[src/design/cdd_pkg.sv]
// Shared types, codes and CRC helpers for the CRC-7 delimited packet deframer.
package cdd_pkg;

  // Parser phase, one-hot.
  typedef enum logic [2:0] {
    PH_DELIM   = 3'b001,
    PH_PAYLOAD = 3'b010,
    PH_STOPPED = 3'b100
  } phase_t;

  // Result kind codes as seen on the result channel.
  typedef enum logic [2:0] {
    KIND_HEADER    = 3'd0,
    KIND_PAYLOAD   = 3'd1,
    KIND_END       = 3'd2,
    KIND_BAD_DELIM = 3'd3,
    KIND_LIMIT     = 3'd4,
    KIND_DISCARD   = 3'd5
  } kind_t;

  // Register index of packet_limit, taken from paddr[2].
  localparam logic REG_PACKET_LIMIT = 1'b0;
  localparam logic [7:0] PACKET_LIMIT_RESET = 8'd64;

  // x^7 + x^3 + 1 without the leading term.
  localparam logic [6:0] CRC7_POLY = 7'h09;

  typedef struct packed {
    logic ok;    // CRC, size and padding all check out
    logic zero;  // end-of-stream word
  } delim_chk_t;

  typedef struct packed {
    kind_t       kind;
    logic [31:0] word_data;
    logic [13:0] packet_size;
    logic [2:0]  pool_id;
    logic [2:0]  valid_bytes;
    logic        end_of_packet;
    logic [7:0]  packets_taken;
  } res_t;

  // Bit-serial CRC-7 over a 25-bit message, most significant bit first.
  function automatic logic [6:0] crc7_serial(input logic [24:0] msg);
    logic [6:0] c;
    logic       fb;
    c = '0;
    for (int i = 24; i >= 0; i--) begin
      fb = c[6] ^ msg[i];
      c  = {c[5:0], 1'b0};
      if (fb) begin
        c = c ^ CRC7_POLY;
      end
    end
    return c;
  endfunction

  // Message bits that feed CRC bit j; evaluated at elaboration only.
  function automatic logic [24:0] crc7_mask(input int unsigned j);
    logic [24:0] m;
    logic [6:0]  r;
    m = '0;
    for (int i = 0; i < 25; i++) begin
      r    = crc7_serial(25'(1) << i);
      m[i] = r[j];
    end
    return m;
  endfunction

endpackage

[src/design/cdd_ifs.sv]
// Request and result channel interfaces of the deframer.
interface cdd_req_if;
  logic        valid;
  logic        ready;
  logic [31:0] stream_word;
  logic        burst_start;

  modport source (output valid, output stream_word, output burst_start, input ready);
  modport sink (input valid, input stream_word, input burst_start, output ready);
endinterface

interface cdd_res_if;
  logic        valid;
  logic        ready;
  logic [2:0]  kind;
  logic [31:0] word_data;
  logic [13:0] packet_size;
  logic [2:0]  pool_id;
  logic [2:0]  valid_bytes;
  logic        end_of_packet;
  logic [7:0]  packets_taken;

  modport source (
    output valid, output kind, output word_data, output packet_size, output pool_id,
    output valid_bytes, output end_of_packet, output packets_taken, input ready
  );
  modport sink (
    input valid, input kind, input word_data, input packet_size, input pool_id,
    input valid_bytes, input end_of_packet, input packets_taken, output ready
  );
endinterface

[src/design/cdd_cfg.sv]
// APB-style configuration register block holding the per-burst packet limit.
module cdd_cfg (
  input  logic        clk,
  input  logic        rst,
  input  logic        psel,
  input  logic        penable,
  input  logic        pwrite,
  input  logic [2:0]  paddr,
  input  logic [31:0] pwdata,
  output logic [31:0] prdata,
  output logic        pready,
  output logic [7:0]  packet_limit
);

  logic wr_en;

  assign pready = 1'b1;
  assign wr_en  = psel & penable & pwrite & pready;

  always_ff @(posedge clk) begin
    if (rst) begin
      packet_limit <= cdd_pkg::PACKET_LIMIT_RESET;
    end else if (wr_en && paddr[2] == cdd_pkg::REG_PACKET_LIMIT) begin
      packet_limit <= pwdata[7:0];
    end
  end

  always_comb begin
    unique case (paddr[2])
      cdd_pkg::REG_PACKET_LIMIT: prdata = {24'd0, packet_limit};
      default:                   prdata = '0;
    endcase
  end

endmodule

[src/design/cdd_delim_chk.sv]
// Delimiter checker: CRC-7, size, length bound and padding checks of one word.
module cdd_delim_chk #(
  parameter int unsigned MAX_PACKET_BYTES = 16384
) (
  input  logic [31:0]         word,
  output cdd_pkg::delim_chk_t chk
);

  localparam logic [14:0] MAX_BYTES = 15'(MAX_PACKET_BYTES);

  logic [6:0]  crc;
  logic [13:0] size;
  logic [1:0]  pad;
  logic [1:0]  need;
  logic [14:0] padded;

  // Each CRC bit is a fixed XOR of message bits.
  for (genvar j = 0; j < 7; j++) begin : g_crc
    localparam logic [24:0] Mask = cdd_pkg::crc7_mask(j);
    assign crc[j] = ^(word[24:0] & Mask);
  end

  assign size   = word[13:0];
  assign pad    = word[18:17];
  assign need   = 2'(~size[1:0] + 2'd1);
  assign padded = {1'b0, size} + {13'd0, pad};

  assign chk.zero = (word == 32'd0);
  assign chk.ok   = (crc == word[31:25]) && (size != 14'd0) &&
                    (padded <= MAX_BYTES) && (need == pad);

endmodule

[src/design/cdd_parser.sv]
// Parser state and result formation for one word per cycle while take is high.
module cdd_parser #(
  parameter int unsigned WORDS_W = 13
) (
  input  logic                clk,
  input  logic                rst,
  input  logic                take,
  input  logic [31:0]         word,
  input  logic                burst_start,
  input  logic [7:0]          packet_limit,
  input  cdd_pkg::delim_chk_t chk,
  output cdd_pkg::res_t       res
);

  cdd_pkg::phase_t    phase, phase_next, ph_eff;
  logic [WORDS_W-1:0] words_left, words_left_next;
  logic [2:0]         tail_bytes, tail_bytes_next;
  logic [7:0]         packets_seen, packets_seen_next, ps_eff;
  logic [2:0]         held_pool, held_pool_next;
  logic [13:0]        held_size, held_size_next;
  logic [14:0]        padded;

  assign padded = {1'b0, word[13:0]} + {13'd0, word[18:17]};

  always_comb begin
    ps_eff = burst_start ? 8'd0 : packets_seen;
    ph_eff = phase;
    if (burst_start && phase != cdd_pkg::PH_DELIM && phase != cdd_pkg::PH_PAYLOAD) begin
      ph_eff = cdd_pkg::PH_DELIM;
    end

    phase_next        = ph_eff;
    words_left_next   = words_left;
    tail_bytes_next   = tail_bytes;
    packets_seen_next = ps_eff;
    held_pool_next    = held_pool;
    held_size_next    = held_size;

    res               = '0;
    res.kind          = cdd_pkg::KIND_DISCARD;

    unique case (ph_eff)
      cdd_pkg::PH_DELIM: begin
        if (ps_eff >= packet_limit) begin
          res.kind   = cdd_pkg::KIND_LIMIT;
          phase_next = cdd_pkg::PH_STOPPED;
        end else if (chk.zero) begin
          res.kind   = cdd_pkg::KIND_END;
          phase_next = cdd_pkg::PH_STOPPED;
        end else if (!chk.ok) begin
          res.kind   = cdd_pkg::KIND_BAD_DELIM;
          phase_next = cdd_pkg::PH_STOPPED;
        end else begin
          held_size_next    = word[13:0];
          held_pool_next    = word[16:14];
          tail_bytes_next   = {1'b0, word[1:0]};
          words_left_next   = WORDS_W'(padded >> 2);
          packets_seen_next = (ps_eff == 8'hff) ? ps_eff : 8'(ps_eff + 8'd1);
          res.kind          = cdd_pkg::KIND_HEADER;
          res.packet_size   = word[13:0];
          res.pool_id       = word[16:14];
          phase_next        = (words_left_next != '0) ? cdd_pkg::PH_PAYLOAD
                                                      : cdd_pkg::PH_DELIM;
        end
      end
      cdd_pkg::PH_PAYLOAD: begin
        res.kind        = cdd_pkg::KIND_PAYLOAD;
        res.word_data   = word;
        res.packet_size = held_size;
        res.pool_id     = held_pool;
        if (words_left <= WORDS_W'(1)) begin
          res.valid_bytes   = (tail_bytes != 3'd0) ? tail_bytes : 3'd4;
          res.end_of_packet = 1'b1;
          words_left_next   = '0;
          phase_next        = cdd_pkg::PH_DELIM;
        end else begin
          res.valid_bytes = 3'd4;
          words_left_next = words_left - WORDS_W'(1);
        end
      end
      default: begin
        res.kind = cdd_pkg::KIND_DISCARD;
      end
    endcase

    res.packets_taken = packets_seen_next;
  end

  always_ff @(posedge clk) begin
    if (rst) begin
      phase        <= cdd_pkg::PH_DELIM;
      words_left   <= '0;
      tail_bytes   <= '0;
      packets_seen <= '0;
      held_pool    <= '0;
      held_size    <= '0;
    end else if (take) begin
      phase        <= phase_next;
      words_left   <= words_left_next;
      tail_bytes   <= tail_bytes_next;
      packets_seen <= packets_seen_next;
      held_pool    <= held_pool_next;
      held_size    <= held_size_next;
    end
  end

endmodule

[src/design/cdd_out_reg.sv]
// Result register that drives the result channel.
module cdd_out_reg (
  input  logic          clk,
  input  logic          rst,
  input  logic          load,
  input  cdd_pkg::res_t res,
  cdd_res_if.source     res_out
);

  logic          full;
  cdd_pkg::res_t held;

  always_ff @(posedge clk) begin
    if (rst) begin
      full <= 1'b0;
    end else if (load) begin
      full <= 1'b1;
    end else if (res_out.ready) begin
      full <= 1'b0;
    end
  end

  always_ff @(posedge clk) begin
    if (load) begin
      held <= res;
    end
  end

  assign res_out.valid         = full;
  assign res_out.kind          = held.kind;
  assign res_out.word_data     = held.word_data;
  assign res_out.packet_size   = held.packet_size;
  assign res_out.pool_id       = held.pool_id;
  assign res_out.valid_bytes   = held.valid_bytes;
  assign res_out.end_of_packet = held.end_of_packet;
  assign res_out.packets_taken = held.packets_taken;

endmodule

[src/design/crc7_delimited_packet_deframer_top.sv]
// Top level of the CRC-7 delimited packet deframer.
//
//   Channel   Dir  Handshake          Carries
//   req_in    in   valid/ready        stream_word, burst_start
//   res_out   out  valid/ready        kind, word_data, packet_size, pool_id,
//                                     valid_bytes, end_of_packet, packets_taken
//   APB       in   psel/penable       packet_limit register at byte address 0
//
// Every request produces exactly one result. A request is captured in the input
// register, checked and parsed combinationally, and lands in the result register,
// so one request can be taken every cycle while res_out is not stalled.
// The rate is set by the combinational path from the input register through the
// CRC and delimiter checks into the result register.
// Reset (synchronous, active high) empties both registers, puts the parser in the
// delimiter phase with a zero packet count, and sets packet_limit to 64.
// When res_out is stalled, the result register holds and the input register
// still takes one more request before req_in.ready drops.
module crc7_delimited_packet_deframer_top #(
  parameter int unsigned MAX_PACKET_BYTES = 16384
) (
  input  logic        clk,
  input  logic        rst,
  cdd_req_if.sink     req_in,
  cdd_res_if.source   res_out,
  input  logic        psel,
  input  logic        penable,
  input  logic        pwrite,
  input  logic [2:0]  paddr,
  input  logic [31:0] pwdata,
  output logic [31:0] prdata,
  output logic        pready
);

  // Width of the payload word count of the longest packet, padding included.
  localparam int unsigned WORDS_W = $clog2(MAX_PACKET_BYTES / 4 + 1);

  logic                in_full;
  logic [31:0]         in_word;
  logic                in_burst;
  logic                move;
  logic [7:0]          packet_limit;
  cdd_pkg::delim_chk_t chk;
  cdd_pkg::res_t       res;

  // The request in the input register moves on whenever the result register is
  // free or is being emptied in this same cycle.
  assign move         = in_full && (!res_out.valid || res_out.ready);
  assign req_in.ready = !in_full || move;

  always_ff @(posedge clk) begin
    if (rst) begin
      in_full <= 1'b0;
    end else if (req_in.valid && req_in.ready) begin
      in_full <= 1'b1;
    end else if (move) begin
      in_full <= 1'b0;
    end
  end

  always_ff @(posedge clk) begin
    if (req_in.valid && req_in.ready) begin
      in_word  <= req_in.stream_word;
      in_burst <= req_in.burst_start;
    end
  end

  cdd_cfg u_cfg (
    .clk          (clk),
    .rst          (rst),
    .psel         (psel),
    .penable      (penable),
    .pwrite       (pwrite),
    .paddr        (paddr),
    .pwdata       (pwdata),
    .prdata       (prdata),
    .pready       (pready),
    .packet_limit (packet_limit)
  );

  // The checker always looks at the held word; the parser decides whether a
  // delimiter is actually due.
  cdd_delim_chk #(
    .MAX_PACKET_BYTES (MAX_PACKET_BYTES)
  ) u_chk (
    .word (in_word),
    .chk  (chk)
  );

  // Parser state advances exactly when a request hands its result over.
  cdd_parser #(
    .WORDS_W (WORDS_W)
  ) u_parser (
    .clk          (clk),
    .rst          (rst),
    .take         (move),
    .word         (in_word),
    .burst_start  (in_burst),
    .packet_limit (packet_limit),
    .chk          (chk),
    .res          (res)
  );

  cdd_out_reg u_out (
    .clk     (clk),
    .rst     (rst),
    .load    (move),
    .res     (res),
    .res_out (res_out)
  );

  // A stalled result must keep the held request in the input register.
  a_stall_holds_input: assert property (@(posedge clk) disable iff (rst)
    in_full && res_out.valid && !res_out.ready |=> in_full)
    else $error("input request lost while result stalled");

  // An end mark only comes on a payload word with at least one byte.
  a_eop_payload: assert property (@(posedge clk) disable iff (rst)
    res_out.valid && res_out.end_of_packet |->
      res_out.kind == cdd_pkg::KIND_PAYLOAD && res_out.valid_bytes != 3'd0)
    else $error("end of packet on a non-payload result");

  // A header never announces an empty packet.
  a_header_size: assert property (@(posedge clk) disable iff (rst)
    res_out.valid && res_out.kind == cdd_pkg::KIND_HEADER |-> res_out.packet_size != 14'd0)
    else $error("header with zero packet size");

  // Partial words only appear at the end of a packet.
  a_partial_is_last: assert property (@(posedge clk) disable iff (rst)
    res_out.valid && res_out.kind == cdd_pkg::KIND_PAYLOAD && res_out.valid_bytes != 3'd4
      |-> res_out.end_of_packet)
    else $error("partial payload word before end of packet");

endmodule
[src/flat_wrapper.sv]
// flat-port wrapper written by rule: the top's interface ports become plain ports
module crc7_delimited_packet_deframer_top_flat 
#(
  parameter int unsigned MAX_PACKET_BYTES = 16384
)
  (clk, rst, psel, penable, pwrite, paddr, pwdata, prdata, pready, req_in_valid, req_in_stream_word, req_in_burst_start, req_in_ready, res_out_valid, res_out_kind, res_out_word_data, res_out_packet_size, res_out_pool_id, res_out_valid_bytes, res_out_end_of_packet, res_out_packets_taken, res_out_ready);
  cdd_req_if req_in_i ();
  cdd_res_if res_out_i ();
  input  logic clk;
  input  logic rst;
  input  logic psel;
  input  logic penable;
  input  logic pwrite;
  input  logic [2:0] paddr;
  input  logic [31:0] pwdata;
  output logic [31:0] prdata;
  output logic pready;
  input wire logic [$bits(req_in_i.valid)-1:0] req_in_valid;
  input wire logic [$bits(req_in_i.stream_word)-1:0] req_in_stream_word;
  input wire logic [$bits(req_in_i.burst_start)-1:0] req_in_burst_start;
  output wire logic [$bits(req_in_i.ready)-1:0] req_in_ready;
  output wire logic [$bits(res_out_i.valid)-1:0] res_out_valid;
  output wire logic [$bits(res_out_i.kind)-1:0] res_out_kind;
  output wire logic [$bits(res_out_i.word_data)-1:0] res_out_word_data;
  output wire logic [$bits(res_out_i.packet_size)-1:0] res_out_packet_size;
  output wire logic [$bits(res_out_i.pool_id)-1:0] res_out_pool_id;
  output wire logic [$bits(res_out_i.valid_bytes)-1:0] res_out_valid_bytes;
  output wire logic [$bits(res_out_i.end_of_packet)-1:0] res_out_end_of_packet;
  output wire logic [$bits(res_out_i.packets_taken)-1:0] res_out_packets_taken;
  input wire logic [$bits(res_out_i.ready)-1:0] res_out_ready;
  assign req_in_i.valid = req_in_valid;
  assign req_in_i.stream_word = req_in_stream_word;
  assign req_in_i.burst_start = req_in_burst_start;
  assign req_in_ready = req_in_i.ready;
  assign res_out_valid = res_out_i.valid;
  assign res_out_kind = res_out_i.kind;
  assign res_out_word_data = res_out_i.word_data;
  assign res_out_packet_size = res_out_i.packet_size;
  assign res_out_pool_id = res_out_i.pool_id;
  assign res_out_valid_bytes = res_out_i.valid_bytes;
  assign res_out_end_of_packet = res_out_i.end_of_packet;
  assign res_out_packets_taken = res_out_i.packets_taken;
  assign res_out_i.ready = res_out_ready;
  crc7_delimited_packet_deframer_top #(.MAX_PACKET_BYTES(MAX_PACKET_BYTES)) u_core (.clk(clk), .rst(rst), .req_in(req_in_i), .res_out(res_out_i), .psel(psel), .penable(penable), .pwrite(pwrite), .paddr(paddr), .pwdata(pwdata), .prdata(prdata), .pready(pready));
endmodule
[config.mk]
export PLATFORM = sky130hd
export DESIGN_NAME = crc7_delimited_packet_deframer_top_flat
export DESIGN_NICKNAME = d
export VERILOG_FILES = /design/src/design/cdd_pkg.sv /design/src/design/cdd_ifs.sv /design/src/design/cdd_cfg.sv /design/src/design/cdd_delim_chk.sv /design/src/design/cdd_parser.sv /design/src/design/cdd_out_reg.sv /design/src/design/crc7_delimited_packet_deframer_top.sv /design/src/flat_wrapper.sv
export SDC_FILE = /design/constraint.sdc
export NUM_CORES = 1
export LEC_CHECK = 0
export BUFFER_PORTS_ARGS = -buffer_cell sky130_fd_sc_hd__buf_2
export CELL_PAD_IN_SITES_DETAIL_PLACEMENT = 1
export CELL_PAD_IN_SITES_GLOBAL_PLACEMENT = 2
export CORE_AREA = 2 2 157 159
export CTS_BUF_LIST = sky130_fd_sc_hd__clkbuf_16
export CTS_CLUSTER_SIZE = 40
export DETAILED_ROUTE_END_ITERATION = 6
export DIE_AREA = 0 0 159 161
export PLACE_DENSITY = 0.87
export SYNTH_ARGS = -nofsm -noshare
export SYNTH_HDL_FRONTEND = slang
export SYNTH_HIERARCHICAL = 1
export SYNTH_SLANG_ARGS = --single-unit
[constraint.sdc]
create_clock -name clk -period 11.1 [get_ports clk]
set_input_delay 2.22 -clock clk [delete_from_list [all_inputs] [get_ports clk]]
set_output_delay 2.22 -clock clk [all_outputs]
set_load 0.05 [all_outputs]
==> results.sh <==
export IMPL_outcome="finished, final reports clean"
export IMPL_grt_pass1_vias=6485
export IMPL_pre_cts_ws_ns=6.04
export IMPL_areaGrowthSynthToFinish_pct=16.4
export IMPL_htree_levels=4
export IMPL_dpl_cell_area_um2=9080
export IMPL_worst_slack_ns=6.05
export IMPL_period_needed_ns=5.05
export IMPL_cp_num_cells=3
export IMPL_final_net_count=995
export IMPL_grt_pass1_wl_mm=35.3
export IMPL_cp_arrival_ns=2.83
export IMPL_synth_edf_count=97
export IMPL_fill_cells=2699
export IMPL_instances_no_fill=1224
export IMPL_route_detailed_drc=0
export IMPL_crit_fanout=9
export IMPL_maxCapViolations=0
export IMPL_groute_usage_overall_pct=17.4
export IMPL_slowest_delay_ns=0.26
export IMPL_diodes=0
export IMPL_dieWidth_um=159
export IMPL_synthFlopType="edfxtp_1"
export IMPL_min_path_type="flop to flop"
export IMPL_clock_skew_ns=0.0106
export IMPL_cts_path_max_buffers=2
export IMPL_drv_slew=0
export IMPL_synth_seq_cells=148
export IMPL_hold_depth=2
export IMPL_worst_path_buf_inv=2
export IMPL_rsz0062_at_grt="no"
export IMPL_core_um2=24000
export IMPL_timing_fmax_ghz=0.198
export IMPL_vias_per_cell=5.17
export IMPL_reg2regPathDepth=11
export IMPL_cpMostUsedCell="buf_2"
export IMPL_drive_gt1_share_pct=22.0
export IMPL_overflow=0
export IMPL_hold_viol_final=0
export IMPL_yosysWarnings=6
export IMPL_dr_first_iter_drc_count=341
export IMPL_die_area_um2=25600
export IMPL_cts_root_buffer="clkbuf_16"
export IMPL_crit_chain="buf_2, and2b_2, buf_2"
export IMPL_final_cell_area_um2=9660
export IMPL_finalSetupTns_ns=0
export IMPL_worstSetupEndpointType="output port"
export IMPL_seq_area_frac_synth_pct=47.4
export IMPL_ir_drop_mv=0.103
export IMPL_ctsHoldBuffers=0
export IMPL_slew_headroom_pct=35.8
export IMPL_ant_nets=0
export IMPL_post_cts_buffers=0
export IMPL_gp_congestion=0.818
export IMPL_num_vias=6323
export IMPL_wl_mm=21.9
export IMPL_report_power_total_mw=1.42
export IMPL_cts_resized_gates=0
export IMPL_leakage_nw=3.64
export IMPL_detail_route_wl_per_cell_um=17.9
export IMPL_antenna_found_initial=0
export IMPL_row_count=57
export IMPL_final_core_util_pct=40.3
export IMPL_seqCellArea_um2=3930
export IMPL_start_util_pct=34.6
export IMPL_synth_async_reset_ratio_pct=0
export IMPL_fp_dieH_um=161
export IMPL_synth_cells=786
export IMPL_path_clk_slew_ns=0.06
export IMPL_cts_tree="yes"
export IMPL_worstSetupStartpointType="input pin"
export IMPL_grt_max_degree=67
export IMPL_avgSynthCellArea_um2=10.6
export IMPL_drtPass1Iterations=5
export IMPL_multi_input_area_um2=3910
export IMPL_hpwl_mm=14.7
export IMPL_setup_viol=0
export IMPL_cts_buffers=17
export IMPL_p_per_area_nw_per_um2=147
export IMPL_hold_slack_ns=0.483
export IMPL_yosysUniqueCellTypes=80
export IMPL_portBuffers=122
export IMPL_crit_required_ns=8.88
export IMPL_dp_cells=1192
export IMPL_critPathKind="input pin to output port"
export IMPL_clock_sinks=148
export IMPL_tightest_slew_ns=0.960
export IMPL_cp_slowest_cell="buf_2"
export IMPL_timing_final_crit_share_pct=45.5
export IMPL_clkLatencyLatePin_ns=0.43
export IMPL_io_pins=174
export IMPL_netlist_area_um2=8300
export IMPL_critical_path_top_delay_family="buffers and inverters"
-- layout make-up --
| class | count | share of cell area, % |
|---|---|---|
| clock buffer | 17 | 4.40 |
| clock inverter | 15 | 1.66 |
| inverter | 43 | 1.67 |
| multi-input combinational | 547 | 40.4 |
| sequential | 148 | 40.7 |
| tap | 324 | 4.19 |
| timing repair buffer | 130 | 6.94 |
-- cells by family (layout without fill, tap and decap cells) --
group / after synthesis / in the layout / synth area share [%]
compound gates: 163 / 163 / 14.7
xor+xnor: 70 / 70 / 7.39
fa+ha+maj: 33 / 33 / 5.07
buf+inv: 114 / 205 / 6.77
flops: 148 / 148 / 47.4
mux: 9 / 9 / 1.10
other cells: 2 / 25 / 0.0905
simple gates: 247 / 247 / 17.5
-- cell usage after synthesis (10+ instances only) --
cell       n  share of area [%]
buf_2     12               0.72
nand4_1   14                1.1
xor2_1    15                1.6
nor2b_1   10               0.75
clkbuf_1  28                1.3
o21ai_0   31                1.9
dfxtp_1   51                 12
nand2b_1  24                1.8
and2_1    34                2.6
edfxtp_1  97                 35
ha_1      32                4.8
nand2_1   32                1.4
xnor2_1   55                5.8
buf_4     27                2.4
a22o_1    17                1.8
o32ai_1   11                1.2
nor2_1    30                1.4
nor3_1    12               0.72
a21oi_1   33                2.0
nand3_1   37                2.2
inv_1     43                1.9
-- worst register-to-register path, stage by stage (launching register included) --
cell and delay, ns:
edfxtp_1 0.58, ha_1 0.32, fa_1 0.48, a2111oi_4 0.28, o211ai_1 0.14, a2111o_1 0.45
o21ai_1 0.15, and4b_1 0.33, nor2b_1 0.29, o211ai_1 0.40, a211oi_1 0.92, a32o_1 0.23
-- final timing paths --
| kind | start | to | slack (ns) |
|---|---|---|---|
| worst max-delay path | paddr[2] | prdata[2] | 6.05 |
| worst min-delay path | u_core/u_parser/held_size[8] | u_core/u_parser/held_size[8] | 0.48 |
| worst max register to register | u_core/in_word[0] | u_core/u_parser/words_left[2] | 6.46 |
| worst min register to register | u_core/u_parser/held_size[8] | u_core/u_parser/held_size[8] | 0.48 |
-- state kept, by name (all words and copies together) (netlist names), 8 cells and up --
register and count:
u_core/in_word 32, u_core/u_cfg/packet_limit 8, u_core/u_out/res_out.packet_size 14, u_core/u_out/res_out.packets_taken 8, u_core/u_out/res_out.word_data 32, u_core/u_parser/held_size 14, u_core/u_parser/packets_seen 8, u_core/u_parser/words_left 13
-- routing by layer --
layer / GRT usage [%] / vias to the layer above / wire length, µm
met4: 4.92 / 0 / 251
met2: 30.8 / 159 / 11200
li1: - / 3029 / -
met5: 0 / - / 0
met1: 21.9 / 3118 / 9550
met3: 3.16 / 17 / 883
-- placed cells by master, fill, tap and decap left out, types with 5 or more instances in the layout --
| master | n |
|---|---|
| edfxtp_1 | 97 |
| ha_1 | 32 |
| a22o_1 | 17 |
| nor2_1 | 30 |
| nand2b_1 | 24 |
| or4_1 | 5 |
| nand4_1 | 14 |
| clkbuf_16 | 17 |
| a32o_1 | 6 |
| and2_1 | 34 |
| nor4_1 | 6 |
| inv_1 | 43 |
| buf_2 | 122 |
| o31ai_1 | 5 |
| nor2b_1 | 10 |
| dfxtp_1 | 51 |
| a211oi_1 | 5 |
| nand3_1 | 37 |
| and2b_2 | 8 |
| o32ai_1 | 11 |
| conb_1 | 25 |
| xnor2_1 | 55 |
| o22ai_1 | 6 |
| a21oi_1 | 33 |
| a31oi_1 | 7 |
| nand2_1 | 32 |
| xor2_1 | 15 |
| buf_4 | 8 |
| o21ai_0 | 31 |
| nor3_1 | 12 |
| inv_8 | 5 |
| mux2i_1 | 8 |
-- power breakdown --
group	switching, mW	total [mW]	internal (mW)
logic	0.137	0.211	0.0733
registers	0.0270	0.634	0.607
clock network	0.259	0.578	0.320
total	0.423	1.42	1.00
(Power assumes the default switching activity.)
